===== src/rtl/core/wpp_pkg.sv =====
// shared types, codes and constants for the wave header parser
`timescale 1ns / 1ps

package wpp_pkg;

  // parse phases
  typedef enum logic [3:0] {
    PH_RIFF      = 4'd0,
    PH_SIZE      = 4'd1,
    PH_WAVE      = 4'd2,
    PH_CHUNK_ID  = 4'd3,
    PH_CHUNK_LEN = 4'd4,
    PH_SKIP      = 4'd5,
    PH_FMT_LEN   = 4'd6,
    PH_FORMAT    = 4'd7,
    PH_CHANNELS  = 4'd8,
    PH_RATE      = 4'd9,
    PH_GAP       = 4'd10,
    PH_BITS      = 4'd11
  } wpp_phase_t;

  // result status codes
  localparam logic [2:0] ST_OK           = 3'd0;
  localparam logic [2:0] ST_NOT_RIFF     = 3'd1;
  localparam logic [2:0] ST_LEN_MISMATCH = 3'd2;
  localparam logic [2:0] ST_NOT_WAVE     = 3'd3;
  localparam logic [2:0] ST_TRUNCATED    = 3'd4;
  localparam logic [2:0] ST_BAD_FMT_LEN  = 3'd5;
  localparam logic [2:0] ST_NOT_PCM      = 3'd6;

  // tags, first byte in the low lane
  localparam logic [31:0] TAG_RIFF = 32'h4646_4952;
  localparam logic [31:0] TAG_WAVE = 32'h4556_4157;
  localparam logic [31:0] TAG_FMT  = 32'h2074_6D66;

  localparam logic [31:0] FMT_DATA_LEN    = 32'd16;
  localparam logic [15:0] PCM_FORMAT      = 16'd1;
  localparam logic [32:0] HEADER_CTRL_LEN = 33'd8;
  localparam logic [31:0] FMT_GAP_BYTES   = 32'd6;

  // input item
  typedef struct packed {
    logic [7:0] data_byte;
    logic       end_of_stream;
  } wpp_in_t;

  // result item
  typedef struct packed {
    logic [2:0]  status;
    logic [15:0] channel_count;
    logic [31:0] sample_rate;
    logic [15:0] sample_bits;
  } wpp_out_t;

  // result from the parser to the output register
  typedef struct packed {
    logic     valid;
    wpp_out_t item;
  } wpp_res_t;

endpackage


===== src/rtl/core/wpp_parse.sv =====
// byte-wise header parse state and result generation
`timescale 1ns / 1ps

module wpp_parse (
  input  logic             clk,
  input  logic             rst,
  input  logic             accept,
  input  wpp_pkg::wpp_in_t item,
  input  logic [31:0]      file_length,
  output wpp_pkg::wpp_res_t res
);

  wpp_pkg::wpp_phase_t parse_phase, parse_phase_next;
  logic [1:0]  byte_position, byte_position_next;
  logic [31:0] field_shift, field_shift_next;
  logic [31:0] skip_remaining, skip_remaining_next;
  logic        tag_mismatch, tag_mismatch_next;
  logic [15:0] held_channels, held_channels_next;
  logic [31:0] held_rate, held_rate_next;
  logic        result_given, result_given_next;

  logic [7:0]  b;
  logic [4:0]  lane;
  logic [31:0] field_new;
  logic [31:0] tag_word;
  logic        mismatch_new;
  logic [31:0] skip_dec;
  logic [32:0] total_len;

  assign b    = item.data_byte;
  assign lane = {byte_position, 3'b000};

  // byte merged into the field being gathered
  always_comb begin
    field_new = field_shift;
    field_new[lane +: 8] = field_shift[lane +: 8] | b;
  end

  // tag expected in the current phase
  always_comb begin
    case (parse_phase)
      wpp_pkg::PH_RIFF: tag_word = wpp_pkg::TAG_RIFF;
      wpp_pkg::PH_WAVE: tag_word = wpp_pkg::TAG_WAVE;
      default:          tag_word = wpp_pkg::TAG_FMT;
    endcase
  end

  assign mismatch_new = tag_mismatch | (b != tag_word[lane +: 8]);
  assign skip_dec     = skip_remaining - 32'd1;
  assign total_len    = {1'b0, field_new} + wpp_pkg::HEADER_CTRL_LEN;

  // next state and result
  always_comb begin
    parse_phase_next    = parse_phase;
    byte_position_next  = byte_position;
    field_shift_next    = field_shift;
    skip_remaining_next = skip_remaining;
    tag_mismatch_next   = tag_mismatch;
    held_channels_next  = held_channels;
    held_rate_next      = held_rate;
    result_given_next   = result_given;
    res                 = '0;

    if (accept) begin
      if (item.end_of_stream) begin
        // rearm for the next file, truncation if nothing was reported
        if (!result_given) begin
          res.valid       = 1'b1;
          res.item.status = wpp_pkg::ST_TRUNCATED;
        end
        parse_phase_next    = wpp_pkg::PH_RIFF;
        byte_position_next  = '0;
        field_shift_next    = '0;
        skip_remaining_next = '0;
        tag_mismatch_next   = 1'b0;
        held_channels_next  = '0;
        held_rate_next      = '0;
        result_given_next   = 1'b0;
      end else if (!result_given) begin
        unique case (parse_phase)
          wpp_pkg::PH_RIFF, wpp_pkg::PH_WAVE, wpp_pkg::PH_CHUNK_ID: begin
            tag_mismatch_next  = mismatch_new;
            byte_position_next = byte_position + 2'd1;
            if (byte_position == 2'd3) begin
              byte_position_next = '0;
              field_shift_next   = '0;
              tag_mismatch_next  = 1'b0;
              if (parse_phase == wpp_pkg::PH_CHUNK_ID) begin
                parse_phase_next = mismatch_new ? wpp_pkg::PH_CHUNK_LEN
                                                : wpp_pkg::PH_FMT_LEN;
              end else if (mismatch_new) begin
                res.valid         = 1'b1;
                res.item.status   = (parse_phase == wpp_pkg::PH_RIFF) ?
                                    wpp_pkg::ST_NOT_RIFF : wpp_pkg::ST_NOT_WAVE;
                result_given_next = 1'b1;
              end else begin
                parse_phase_next = (parse_phase == wpp_pkg::PH_RIFF) ?
                                   wpp_pkg::PH_SIZE : wpp_pkg::PH_CHUNK_ID;
              end
            end
          end
          wpp_pkg::PH_SIZE, wpp_pkg::PH_CHUNK_LEN, wpp_pkg::PH_FMT_LEN,
          wpp_pkg::PH_RATE: begin
            field_shift_next   = field_new;
            byte_position_next = byte_position + 2'd1;
            if (byte_position == 2'd3) begin
              byte_position_next = '0;
              field_shift_next   = '0;
              if (parse_phase == wpp_pkg::PH_SIZE) begin
                if (total_len != {1'b0, file_length}) begin
                  res.valid         = 1'b1;
                  res.item.status   = wpp_pkg::ST_LEN_MISMATCH;
                  result_given_next = 1'b1;
                end else begin
                  parse_phase_next = wpp_pkg::PH_WAVE;
                end
              end else if (parse_phase == wpp_pkg::PH_CHUNK_LEN) begin
                skip_remaining_next = field_new;
                parse_phase_next    = (field_new == '0) ? wpp_pkg::PH_CHUNK_ID
                                                        : wpp_pkg::PH_SKIP;
              end else if (parse_phase == wpp_pkg::PH_FMT_LEN) begin
                if (field_new != wpp_pkg::FMT_DATA_LEN) begin
                  res.valid         = 1'b1;
                  res.item.status   = wpp_pkg::ST_BAD_FMT_LEN;
                  result_given_next = 1'b1;
                end else begin
                  parse_phase_next = wpp_pkg::PH_FORMAT;
                end
              end else begin
                held_rate_next      = field_new;
                skip_remaining_next = wpp_pkg::FMT_GAP_BYTES;
                parse_phase_next    = wpp_pkg::PH_GAP;
              end
            end
          end
          wpp_pkg::PH_FORMAT, wpp_pkg::PH_CHANNELS, wpp_pkg::PH_BITS: begin
            field_shift_next   = field_new;
            byte_position_next = byte_position + 2'd1;
            if (byte_position[0]) begin
              byte_position_next = '0;
              field_shift_next   = '0;
              if (parse_phase == wpp_pkg::PH_FORMAT) begin
                if (field_new[15:0] != wpp_pkg::PCM_FORMAT ||
                    field_new[31:16] != 16'd0) begin
                  res.valid         = 1'b1;
                  res.item.status   = wpp_pkg::ST_NOT_PCM;
                  result_given_next = 1'b1;
                end else begin
                  parse_phase_next = wpp_pkg::PH_CHANNELS;
                end
              end else if (parse_phase == wpp_pkg::PH_CHANNELS) begin
                held_channels_next = field_new[15:0];
                parse_phase_next   = wpp_pkg::PH_RATE;
              end else begin
                res.valid              = 1'b1;
                res.item.status        = wpp_pkg::ST_OK;
                res.item.channel_count = held_channels;
                res.item.sample_rate   = held_rate;
                res.item.sample_bits   = field_new[15:0];
                result_given_next      = 1'b1;
              end
            end
          end
          wpp_pkg::PH_SKIP, wpp_pkg::PH_GAP: begin
            skip_remaining_next = skip_dec;
            if (skip_dec == '0) begin
              parse_phase_next = (parse_phase == wpp_pkg::PH_SKIP) ?
                                 wpp_pkg::PH_CHUNK_ID : wpp_pkg::PH_BITS;
            end
          end
          default: begin
            parse_phase_next = parse_phase;
          end
        endcase
      end
    end
  end

  // state registers
  always_ff @(posedge clk) begin
    if (rst) begin
      parse_phase    <= wpp_pkg::PH_RIFF;
      byte_position  <= '0;
      field_shift    <= '0;
      skip_remaining <= '0;
      tag_mismatch   <= 1'b0;
      held_channels  <= '0;
      held_rate      <= '0;
      result_given   <= 1'b0;
    end else begin
      parse_phase    <= parse_phase_next;
      byte_position  <= byte_position_next;
      field_shift    <= field_shift_next;
      skip_remaining <= skip_remaining_next;
      tag_mismatch   <= tag_mismatch_next;
      held_channels  <= held_channels_next;
      held_rate      <= held_rate_next;
      result_given   <= result_given_next;
    end
  end

endmodule


===== src/rtl/core/wav_pcm_header_parser_top.sv =====
// top level of the wave pcm header parser
//
//   channel  signals                          payload
//   -------  -------------------------------  ---------------------------
//   in       in_valid, in_ready, in_data      data_byte, end_of_stream
//   out      out_valid, out_ready, out_data   status, channel_count,
//                                             sample_rate, sample_bits
//   cfg      cfg_valid, cfg_ready, cfg_data   file_length
//
// one byte item is taken per cycle while in_ready is high; a result shows on
// out in the cycle after the item that causes it, held in the output register.
// in_ready drops only while a result waits in the output register and
// out_ready is low; the cfg channel is always ready.
// synchronous reset returns the parser to expecting the riff tag and
// clears file_length; no clearing pass is needed.
`timescale 1ns / 1ps

module wav_pcm_header_parser_top (
  input  logic              clk,
  input  logic              rst,
  input  logic              in_valid,
  output logic              in_ready,
  input  wpp_pkg::wpp_in_t  in_data,
  output logic              out_valid,
  input  logic              out_ready,
  output wpp_pkg::wpp_out_t out_data,
  input  logic              cfg_valid,
  output logic              cfg_ready,
  input  logic [31:0]       cfg_data
);

  logic [31:0]       file_length;
  logic              in_accept;
  wpp_pkg::wpp_res_t res;

  assign cfg_ready = 1'b1;
  assign in_ready  = !out_valid || out_ready;
  assign in_accept = in_valid && in_ready;

  // configuration register
  always_ff @(posedge clk) begin
    if (rst) begin
      file_length <= '0;
    end else if (cfg_valid && cfg_ready) begin
      file_length <= cfg_data;
    end
  end

  wpp_parse u_parse (
    .clk         (clk),
    .rst         (rst),
    .accept      (in_accept),
    .item        (in_data),
    .file_length (file_length),
    .res         (res)
  );

  // output register
  always_ff @(posedge clk) begin
    if (rst) begin
      out_valid <= 1'b0;
    end else if (in_ready) begin
      out_valid <= res.valid;
    end
  end

  always_ff @(posedge clk) begin
    if (in_ready && res.valid) begin
      out_data <= res.item;
    end
  end

endmodule

===== config.mk =====
export PLATFORM = sky130hd
export DESIGN_NAME = wav_pcm_header_parser_top
export DESIGN_NICKNAME = d
export VERILOG_FILES = /design/src/rtl/core/wpp_pkg.sv /design/src/rtl/core/wpp_parse.sv /design/src/rtl/core/wav_pcm_header_parser_top.sv
export SDC_FILE = /design/constraint.sdc
export NUM_CORES = 1
export LEC_CHECK = 0
export ABC_AREA = 1
export BUFFER_PORTS_ARGS = -buffer_cell sky130_fd_sc_hd__buf_2
export CORE_UTILIZATION = 40
export CTS_CLUSTER_SIZE = 20
export DETAILED_ROUTE_END_ITERATION = 12
export GPL_ROUTABILITY_DRIVEN = 1
export GPL_TIMING_DRIVEN = 0
export HOLD_SLACK_MARGIN = 0.03
export SLEW_MARGIN = 20
export SYNTH_ARGS = -nofsm -noshare
export SYNTH_HDL_FRONTEND = slang
export SYNTH_SLANG_ARGS = --single-unit
export TNS_END_PERCENT = 1

===== constraint.sdc =====
create_clock -name clk -period 5.75 [get_ports clk]
set_clock_uncertainty 0.15 [all_clocks]
set_input_delay 0.2875 -clock clk [delete_from_list [all_inputs] [get_ports clk]]
set_output_delay 0.2875 -clock clk [all_outputs]
set_load 0.01 [all_outputs]

; Word level (Yosys, flattened, before mapping)
; Cells that the tools add are included.
; Widths: inputs -> output; s select.
[totals]
word_cells = 187
output_inout_bits = 70
ff_bits = 220
[op_classes]
n_shift = 4
n_bitwise = 5
reduce_logical = 32
mux = 96
addsub = 4
eq_ne = 32
[ops]
columns = cell, n
row1 = $mux 32, 18
row2 = $mux 68, 4
row3 = $mux 64, 3
row4 = $mux 4, 30
row5 = $mux 16, 6
row6 = $pmux 32 s3, 1
row7 = $logic_not 32->1, 2
row8 = $pmux 32 s2, 1
row9 = $shiftx 32x6->8, 2
row10 = $pmux 31 s2, 1
row11 = $add 32x4->33 const B, 1
row12 = $ne 33x32->1, 1
row13 = $bwmux 32, 1
row14 = $ne 32x5->1 const B, 1
row15 = $shift 8x7->32 const A, 1
row16 = $shiftx 8x7->32, 1
row17 = $sub 32x1->32 const B, 1
row18 = $mux 1, 19
row19 = $eq 4x3->1 const B, 4
row20 = $eq 4x4->1 const B, 4
row21 = $ne 16x1->1 const B, 1
row22 = $pmux 4 s4, 1
row23 = $reduce_bool 16->1, 1
row24 = $mux 2, 7
row25 = other kinds (37), 61

; Depth between registers and ports, before layout
; Gate-level depths: netlist of the first run.
[logic_depth]
word_depth = 15
depth_mapped = 30
ltp_nobuf = 28

; Hierarchy
; A second synthesis of the first run with hierarchy kept.
[hier_totals]
hier_cells = 1740
hier_area_um2 = 12310.6
[modules_own_cells]
columns = mod, n_inst, cells_per_inst, area_per_inst_um2
row1 = wpp_parse, 1, 1525, 9118.7
row2 = wav_pcm_header_parser_top, 1, 215, 3191.8

; Least setup slack after synthesis of the first run
; OpenSTA, ideal clock, no wires.
[synth_path]
path_kind = register -> register
start = register u_parse.byte_position[0]
end = register out_data[0] in the netlist's numbering, enable pin
path_stages_with_launch = 28
period_less_slack_ns = 5.018
path_slack_ns = 0.732
arrival_ns = 4.447
setup_time_ns = 0.421
path_buffers = 2
cell_sequence = dfxtp_1 -> buf_6 -> inv_6 -> buf_8 -> ha_1 -> inv_2 -> nand3_2 -> nor2_8 -> nand2_2 -> nand2_2 -> ha_1 -> a21boi_1 -> nand3_2 -> inv_2 -> nand4_1 -> nor2_1 -> nand3_1 -> nand2_1 -> inv_1 -> nand2_1 -> nor2_1 -> nand3_1 -> nand3_1 -> nand2_1 -> nand2_1 -> nand2_1 -> nand2_1 -> inv_1
[synth_between]
elab_chain_len = 15
word_cells_on_any_way = 33
classes_between = add/sub (2) / eq/ne (5) / shift (4) / mux (17) / bitwise (2) / reduce/logical (3)
[synth_lines]
columns = item, line
row1 = from (decl), wpp_parse.sv:14  ; logic [1:0] byte_position, byte_position_next;
row2 = from (signal assigned), wpp_parse.sv:192  ; byte_position <= byte_position_next;
row3 = $shiftx 32x6->8, wpp_parse.sv:36  ; field_new[lane +: 8] = field_shift[lane +: 8] | b;
row4 = $or 8x8->8, wpp_parse.sv:36
row5 = $shiftx 8x7->32, wpp_parse.sv:36
row6 = $bwmux 32 (*), wpp_parse.sv:36
row7 = via u_parse.field_new[4], wpp_parse.sv:24  ; logic [31:0] field_new;
row8 = "parallel branches: the longest is 6 deep, another holds $add 32x4->33", n/a
row9 = $pmux 4 s3 (*), wpp_parse.sv:80  ; unique case (parse_phase)
row10 = $mux 68 (*), wpp_parse.sv:79  ; end else if (!result_given) begin
row11 = $mux 4 (*), wpp_parse.sv:65  ; if (item.end_of_stream) begin
row12 = $mux 68 (*), wpp_parse.sv:64  ; if (accept) begin
row13 = $logic_and 1x1->1 (*), wav_pcm_header_parser_top.sv:68  ; if (in_ready && res.valid) begin
row14 = to (signal assigned), wav_pcm_header_parser_top.sv:69  ; out_data <= res.item;
row15 = to (decl), wav_pcm_header_parser_top.sv:26  ; output wpp_pkg::wpp_out_t out_data,
; Mark *: on every way through the listed nets, which the timed path passes.
; A chain may end at the register's enable or synchronous reset.

; Worst setup path in the final report of the first run
[layout_path]
start = register u_parse.byte_position[0]
end = register out_data[14] in the netlist's numbering, enable pin
; The elaborated chain is that of the path after synthesis.

==> summary.md, run 1 <==
| Metric | Value |
|---|---|
| FILL cells | 3046 |
| Post-CTS Setup Repair Bufs | 0 |
| Share of layout cells above drive strength 1 | 0.129 |
| Most area-consuming cells after synthesis | dfxtp_1, edfxtp_1, nand2_1 |
| Die height | 176 microns |
| GRT Overall Usage | 0.254 |
| Sw Ratio | 0.321 |
| Synth top area share | 0.253 |
| Clock Power Share | 0.378 |
| Hold Violations, Final | 0 |
| Startpoint Class | flip-flop |
| DR DRC count | 0 |
| Number of global-route vias before repair | 10911 |
| Tot Pwr | 4440 uW |
| CP most frequent cell | nand2_1 |
| Critical path capture point type | flip-flop |
| GP Congestion | 0.983 |
| Most common cell after layout, fill and taps aside | nand2_1 |
| Gr ovfl total | 0 |
| #FFs+latches synth | 220 |
| Slowest CP cell | dfxtp_1 |
| Logic pwr share | 0.224 |
| Worst-path clk slew | 0.06 ns |
| Largest net degree at the start of global routing | 47 |
| DPL Wire Length | 29600 microns |
| Tightest Hold Check Type | in -> reg |
| Via count | 11678 |
| H-tree depth | 1 |
| Main flop type after synthesis | dfxtp_1 |
| Worst Max-Slew Pin Slew | 1.17 ns |
| Fin crit period | 5.30 ns |
| Core area | 29700 sq um |
| Max cap viols | 0 |
| DIE AREA | 30900 sq um |
| Total CTS buffers | 26 |
| CP top delay family | simple AND/OR/NAND/NOR gates |
| TritonCTS clock tree | done |
| Cell taking the most area after synthesis | dfxtp_1 |
| Hold WS | 0.0826 ns |
| Status | finished clean |
| WP data required | 5.81 ns |
| Placed Instance Area | 13200 sq um |
| Setup Crit Path Kind | reg -> reg |
| Relative slew margins | 0.214 |
| Mapped Nets | 1736 |
| Post-route ant nets | 0 |
| Maximum operating frequency | 189 MHz |
| Ys Warns | 0 |
| Final Cell Area | 14500 sq um |
| Clock Latency Late Sink | 0.55 ns |
| Final setup vio count | 0 |
| PortBufs | 114 |
| Die width | 176 microns |
| Clk Tree Root Cell | clkbuf_16 |
| Most frequent cells in the layout | nand2_1, nor2_1, inv_1 |
| Crit-path max FO | 46 |
| Synth Cell Area | 12100 sq um |
| RSZ-0062 raised after global routing | no |
| EDFF count, synth | 67 |
| DR WL/cell | 17.3 microns |
| Setup_tns | 0 ns |
| VDD IR-drop max | 0.214 mV |
| Initial antenna violation count | 0 |
| Ant. Diodes | 0 |
| Power Internal | 3010 uW |
| First-pass GRT wire length | 61000 microns |
| Pleak | 0.00611 uW |
| Max stage delay on crit path | 0.44 ns |
| Row Count | 63 |
| Final count of pins violating max slew | 0 |
| Num Clock Sinks | 220 |
| Synth cell types | 49 |
| Drt via density | 5.14 |
| Async set or reset register ratio after synthesis | 0 |
| Tcrit/Tclk final | 0.921 |
| Area growth syn-to-layout | 19.5% |
| Crit path buf inv count | 8 |
| Reg power frac | 0.397 |
| Sequential share of the synthesized area | 0.420 |
| Mapped Avg Cell Area | 7.19 sq um |
| Critical Path AT | 5.35 ns |
| Fin nets | 1919 |
| Pre-antenna DRT Iters | 5 |
| Syn Inst Count | 1681 |
| Ports | 116 |
| Ratio of total power to cell area | 307 nW/um^2 |
| Clock Tree Buf Depth | 3 |
| Drt total wl | 39400 microns |
| Initial DRC Count | 1104 |
| Net Sw Power | 1420 uW |
| Initial Utilization | 0.407 |
## kinds of logic (layout without fill, tap and decap cells)
kind of cell             count (synthesis)  count (layout)  synth area share
AO/OA/AOI/OAI                          278             278             0.133
XOR/XNOR                                64              64            0.0464
adder cells (fa/ha/maj)                  9               9           0.00931
buffers and inverters                  325             528             0.106
flip-flops                             220             220             0.420
other                                    1               1          0.000310
AND/OR/NAND/NOR                        784             784             0.286
## power groups by stage
stage	logic, uW	registers, uW	clock network, uW
floorplan	672	1790	0
global placement	949	1790	0
detailed placement	957	1790	0
CTS	984	1760	1700
global route	1110	1770	1760
finish	996	1760	1680
## worst min-delay path, cell delays in order
cell	delay, ns
buf_2	0.07
nand2_1	0.12
nor2_1	0.14
## state kept, by name, indices dropped and copies added, names as in the netlist
register and cells:
out_data 67, file_length 32, u_parse.field_shift 32, u_parse.held_rate 32, u_parse.skip_remaining 32, u_parse.held_channels 16
u_parse.parse_phase 4, u_parse.byte_position 2, out_valid 1, u_parse.result_given 1, u_parse.tag_mismatch 1
## layout make-up
cell class / instances / area, sq um / share of cell area
timing repair buffer: 155 / 998 / 0.0691
tap: 390 / 488 / 0.0338
multi-input combinational: 1136 / 5740 / 0.397
sequential: 220 / 5070 / 0.351
clock inverter: 13 / 135 / 0.00935
inverter: 258 / 976 / 0.0675
buffer: 67 / 304 / 0.0210
clock buffer: 35 / 737 / 0.0510
## routing by layer
layer | part of all wire | track usage | vias to the layer above | wire length (microns)
met5 | 0 | 0 | - | 0
met4 | 0.024 | 0.0685 | 0 | 930
met3 | 0.061 | 0.0299 | 56 | 2420
met2 | 0.45 | 0.409 | 402 | 17800
met1 | 0.46 | 0.357 | 5424 | 18300
li1 | - | - | 5796 | -
## worst paths after layout
check | from | to | slack [ns] | cells after the start
worst max-delay path | u_parse.byte_position[0]$_SDFFE_PP0P_ | out_data[14]$_SDFFCE_PP0P_ | 0.45 | 28
worst min-delay path | in_valid | out_data[64]$_SDFFCE_PN0P_ | 0.08 | 3
worst max register to register | u_parse.byte_position[0]$_SDFFE_PP0P_ | out_data[14]$_SDFFCE_PP0P_ | 0.45 | 28
worst min register to register | u_parse.held_rate[21]$_SDFFE_PP0P_ | u_parse.held_rate[21]$_SDFFE_PP0P_ | 0.31 | 2
## cells in the mapped netlist, drive strengths merged, types with 2 or more instances
library cell  instances
a31oi                 3
edfxtp               67
xnor2                27
a221oi                8
clkbuf               53
o21bai                3
dfxtp               153
or2                   5
nor4                  4
a21oi               106
nand3b                2
o22ai                 5
o21ai                96
nand4                43
ha                    9
a211oi               13
inv                 254
nor2                266
clkinv                4
o211ai               25
nand2               365
o221ai               15
buf                  14
nor3                 18
nand3                81
xor2                 37
## through the flow
| stage | cells | setup WS (ns) | util |
|---|---|---|---|
| 3_3_place_gp | 2185 | -0.903 | 0.443 |
| 4_1_cts | 2274 | 0.488 | 0.486 |
| 6_report | 2274 | 0.453 | 0.486 |
| 2_1_floorplan | 1681 | 0.732 | - |
| 5_1_grt | 2274 | 0.0951 | 0.486 |
| 3_5_place_dp | 2186 | 0.502 | 0.444 |
## repair_timing
item | in CTS | in global routing
endpoints found under the hold margin | 34 | 0
gates resized for setup | 0 | 0
hold buffers | 40 | 0
Power figures use the tool's default switching activity.
==> run 2, diff against run 1 <==
clock period = 6.5 ns   (was 5.75 ns; I/O delays follow)
==> summary.md, run 2 (synthesized netlist as in run 1, its figures left out) <==
| Metric | Value |
|---|---|
| Maximum operating frequency | 188 MHz |
| Most common cell after layout, fill and taps aside | nand2_1 |
| Total CTS buffers | 26 |
| Final setup vio count | 0 |
| Post-CTS Setup Repair Bufs | 0 |
| WP data required | 6.55 ns |
| CP most frequent cell | nand2_1 |
| Die height | 176 microns |
| Drt total wl | 39400 microns |
| DPL Wire Length | 29600 microns |
| Clock Tree Buf Depth | 3 |
| Critical path depth in cells | 28 |
| Largest register FFs | 67 |
| Sw Ratio | 0.320 |
| Ant. Diodes | 0 |
| Max stage delay on crit path | 0.45 ns |
| Reg power frac | 0.397 |
| Num Clock Sinks | 220 |
| H-tree depth | 1 |
| First-pass GRT wire length | 61000 microns |
| Tightest Hold Check Type | in -> reg |
| Placed Instance Area | 13200 sq um |
| Post-route ant nets | 0 |
| Power Internal | 2670 uW |
| DR WL/cell | 17.3 microns |
| Fin crit period | 5.33 ns |
| Critical Path AT | 5.38 ns |
| Initial DRC Count | 1059 |
| Post-CTS sizing | 0 |
| Hold Violations, Final | 0 |
| Relative slew margins | 0.238 |
| Gr ovfl total | 0 |
| Final Cell Area | 14400 sq um |
| Startpoint Class | flip-flop |
| TritonCTS clock tree | done |
| Clock Latency Late Sink | 0.55 ns |
| Ratio of total power to cell area | 272 nW/um^2 |
| Crit path buf inv count | 8 |
| Logic pwr share | 0.225 |
| Area growth syn-to-layout | 19.4% |
| Die width | 176 microns |
| GRT Overall Usage | 0.254 |
| Setup crit end | out_data[14]$_SDFFCE_PP0P_ |
| RSZ-0062 raised after global routing | no |
| Core area | 29700 sq um |
| Worst-path clk slew | 0.05 ns |
| Pleak | 0.00611 uW |
| Reg2reg setup slack | 1.17 ns |
| DIE AREA | 30900 sq um |
| Worst Max-Slew Pin Slew | 1.13 ns |
| CP top delay family | simple AND/OR/NAND/NOR gates |
| Largest net degree at the start of global routing | 47 |
| CP startpoint | u_parse.byte_position[0]$_SDFFE_PP0P_ |
| Crit-path max FO | 46 |
| Most frequent cells in the layout | nand2_1, nor2_1, inv_1 |
| Reg2Reg Depth | 28 |
| Tcrit/Tclk final | 0.820 |
| Initial antenna violation count | 0 |
| Reg-to-reg startpoint | u_parse.byte_position[0]$_SDFFE_PP0P_ |
| RR Endpoint | out_data[14]$_SDFFCE_PP0P_ |
| Row Count | 63 |
| VDD IR-drop max | 0.191 mV |
| Register with the most flip-flops | out_data |
| Slowest CP cell | dfxtp_1 |
| Hold WS | 0.0671 ns |
| Setup Crit Path Kind | reg -> reg |
| Ports | 116 |
| Fin util | 0.486 |
| Share of layout cells above drive strength 1 | 0.129 |
| Fin nets | 1918 |
| PortBufs | 114 |
| Final count of pins violating max slew | 0 |
| GP Congestion | 0.983 |
| Max cap viols | 0 |
| Pre-antenna DRT Iters | 5 |
| Clock Power Share | 0.378 |
| Initial Utilization | 0.407 |
| Clk Tree Root Cell | clkbuf_16 |
| Cts hold-fix bufs | 39 |
| Number of global-route vias before repair | 10911 |
| Net Sw Power | 1260 uW |
| Critical path capture point type | flip-flop |
| DR DRC count | 0 |
| Status | finished clean |
| Drt via density | 5.13 |
| Via count | 11667 |
run 2: per-layer routing:
metal	vias to the layer above	wire length (microns)	track usage
li1	5796	-	-
met1	5409	18200	0.357
met2	398	17700	0.409
met3	64	2460	0.0301
met4	0	1010	0.0685
met5	-	0	0
run 2: how the worst min path moves through the flow:
stage,from,endpoint,slack (ns),depth (start not counted)
2_1_floorplan,u_parse.held_rate[16]$_SDFFE_PP0P_,u_parse.held_rate[16]$_SDFFE_PP0P_,0.29,2
4_1_cts,in_data[0],u_parse.tag_mismatch$_SDFFE_PP0P_,0.04,4
6_report,in_data[0],u_parse.tag_mismatch$_SDFFE_PP0P_,0.07,4
5_1_grt,in_data[0],u_parse.tag_mismatch$_SDFFE_PP0P_,0.09,4
3_5_place_dp,u_parse.held_rate[31]$_SDFFE_PP0P_,u_parse.held_rate[31]$_SDFFE_PP0P_,0.31,2
3_3_place_gp,u_parse.held_rate[31]$_SDFFE_PP0P_,u_parse.held_rate[31]$_SDFFE_PP0P_,0.31,2
run 2: power groups by stage:
stage               Combinational [uW]  Clock (uW)  Sequential [uW]
floorplan                          595           0             1580
global placement                   839           0             1590
detailed placement                 846           0             1590
CTS                                870        1500             1560
global route                       979        1560             1570
finish                             881        1480             1560
run 2: cell type report:
cell class | instances | area, sq um
Fill cell | 3048 | 15300
Multi-Input combinational cell | 1136 | 5740
Sequential cell | 220 | 5070
Timing Repair Buffer | 154 | 988
Inverter | 258 | 976
Clock buffer | 35 | 737
Tap cell | 390 | 488
Buffer | 67 | 304
Clock inverter | 13 | 135
run 2: metrics by stage:
step	instances	setup WS, ns	power [uW]	setup TNS (ns)
after global routing	2273	0.845	4110	0
after floorplan	1681	1.48	2180	0
final	2273	1.17	3920	0
after CTS	2273	1.24	3930	0
after global placement	2185	-0.153	2430	-9.74
after detailed placement	2186	1.25	2430	0
run 2: worst register-to-register path: cells and delay by family, from the launching register on:
family,cells,cell delay (ns)
AO/OA/AOI/OAI,1,0.28
adder cells (fa/ha/maj),2,0.68
buffers and inverters,8,1.28
flip-flops,1,0.45
AND/OR/NAND/NOR,17,2.13
==> run 3, diff against run 2 <==
clock period = 4.7 ns   (was 6.5 ns; I/O delays follow)
==> summary.md, run 3 (synthesized netlist as in run 1, its figures left out) <==
| Metric | Value |
|---|---|
| VDD IR-drop max | 0.328 mV |
| Number of global-route vias before repair | 10926 |
| RR Endpoint | out_data[11]$_SDFFCE_PP0P_ |
| Register with the most flip-flops | out_data |
| Total CTS buffers | 25 |
| Startpoint Class | flip-flop |
| DPL Wire Length | 29900 microns |
| Core area | 29700 sq um |
| DR DRC count | 0 |
| Share of layout cells above drive strength 1 | 0.149 |
| Final count of pins violating max slew | 0 |
| Ratio of total power to cell area | 365 nW/um^2 |
| GRT Overall Usage | 0.256 |
| Reg-to-reg startpoint | u_parse.byte_position[0]$_SDFFE_PP0P_ |
| Pre-CTS WS | -0.884 ns |
| Area growth syn-to-layout | 22.1% |
| Pleak | 0.00622 uW |
| Post-route ant nets | 0 |
| Pre-antenna DRT Iters | 7 |
| Row Count | 63 |
| TritonCTS clock tree | done |
| Fin crit period | 4.46 ns |
| DR WL/cell | 17.5 microns |
| Die height | 176 microns |
| Via count | 11867 |
| Largest register FFs | 67 |
| Num Clock Sinks | 220 |
| Max stage delay on crit path | 0.38 ns |
| WP data required | 4.83 ns |
| Initial DRC Count | 962 |
| Setup_tns | 0 ns |
| Clock Latency Late Sink | 0.55 ns |
| Clock Tree Buf Depth | 3 |
| Slowest CP cell | dfxtp_4 |
| Final setup vio count | 0 |
| Setup crit end | out_data[11]$_SDFFCE_PP0P_ |
| Initial Utilization | 0.407 |
| Drt total wl | 40100 microns |
| Setup ws final | 0.235 ns |
| Maximum operating frequency | 224 MHz |
| Relative slew margins | 0.331 |
| Die width | 176 microns |
| Crit-path max FO | 18 |
| DIE AREA | 30900 sq um |
| Hold WS | 0.155 ns |
| Status | finished clean |
| Max cap viols | 0 |
| Critical path capture point type | flip-flop |
| Clk Tree Root Cell | clkbuf_16 |
| Initial antenna violation count | 0 |
| Ports | 116 |
| CP startpoint | u_parse.byte_position[0]$_SDFFE_PP0P_ |
| Worst Max-Slew Pin Slew | 0.995 ns |
| Non-filler cells, final | 2289 |
| Drt via density | 5.18 |
| H-tree depth | 1 |
| Hold Violations, Final | 0 |
| Dpl cells | 2187 |
| GP Congestion | 0.982 |
| Most common cell after layout, fill and taps aside | nand2_1 |
| PortBufs | 114 |
| Fin nets | 1936 |
| CP most frequent cell | nand2_1 |
| Critical Path AT | 4.59 ns |
| Gr ovfl total | 0 |
| Most frequent cells in the layout | nand2_1, inv_1, nor2_1 |
| First-pass GRT wire length | 61100 microns |
| Tightest Hold Check Type | in -> reg |
| Reg2reg setup slack | 0.24 ns |
| Largest net degree at the start of global routing | 37 |
| Tcrit/Tclk final | 0.950 |
| Worst-path clk slew | 0.07 ns |
| Setup Crit Path Kind | reg -> reg |
| Reg2Reg Depth | 25 |
| Ant. Diodes | 0 |
| Tot Pwr | 5390 uW |
[run 3: power breakdown]
part	switching [uW]	total, uW	internal (uW)
Clock	808	1950	1140
Sequential	83.3	2160	2070
Combinational	842	1290	443
Total	1730	5390	3660
[run 3: cell type report]
type | count | area [sq um]
fill | 3010 | 15000
timing repair buffer | 173 | 1190
tap | 390 | 488
clock inverter | 11 | 124
sequential | 220 | 5080
inverter | 258 | 981
clock buffer | 34 | 689
buffer | 67 | 317
multi-input combinational | 1136 | 5890
[run 3: worst min path at each step]
| stage | startpoint | end | slack (ns) | cells past startpoint |
|---|---|---|---|---|
| floorplan | cfg_data[29] | file_length[29]$_SDFFE_PP0P_ | 0.22 | 2 |
| global placement | u_parse.field_shift[1]$_SDFFE_PP0P_ | u_parse.field_shift[1]$_SDFFE_PP0P_ | 0.30 | 2 |
| detailed placement | u_parse.held_rate[31]$_SDFFE_PP0P_ | u_parse.held_rate[31]$_SDFFE_PP0P_ | 0.31 | 2 |
| CTS | in_data[3] | u_parse.tag_mismatch$_SDFFE_PP0P_ | 0.13 | 5 |
| global route | in_data[3] | u_parse.tag_mismatch$_SDFFE_PP0P_ | 0.22 | 5 |
| finish | in_data[3] | u_parse.tag_mismatch$_SDFFE_PP0P_ | 0.15 | 5 |
[run 3: layer usage]
layer  vias up  GRT usage  routed length (microns)  part of all wire
li1       5836          -                        -                 -
met1      5522      0.350                    17800              0.44
met2       426      0.413                    18300              0.46
met3        83     0.0329                     2570             0.064
met4         0     0.0902                     1370             0.034
met5         -          0                        0                 0
[run 3: critical path, delay by kind of cell, from the launching register on]
family	cells	cell delay, ns
compound gates	1	0.29
fa+ha+maj	1	0.24
buf+inv	8	1.32
flops	1	0.38
simple gates	15	1.78
[run 3: what timing repair did]
item | CTS | global route
hold endpoints to repair | 35 | 0
hold buffers | 41 | 0
pin swaps | 4 | 6
gates resized for setup | 11 | 32
cloned | 0 | 2
setup endpoints to repair | 67 | 67
buffers inserted | 6 | 8
[run 3: stage by stage]
step                      utilization  area (sq um)
final                           0.497         14800
after detailed placement        0.444         13200
after CTS                       0.488         14500
after floorplan                     -         12100
after global placement          0.443         13200
after global routing            0.497         14800
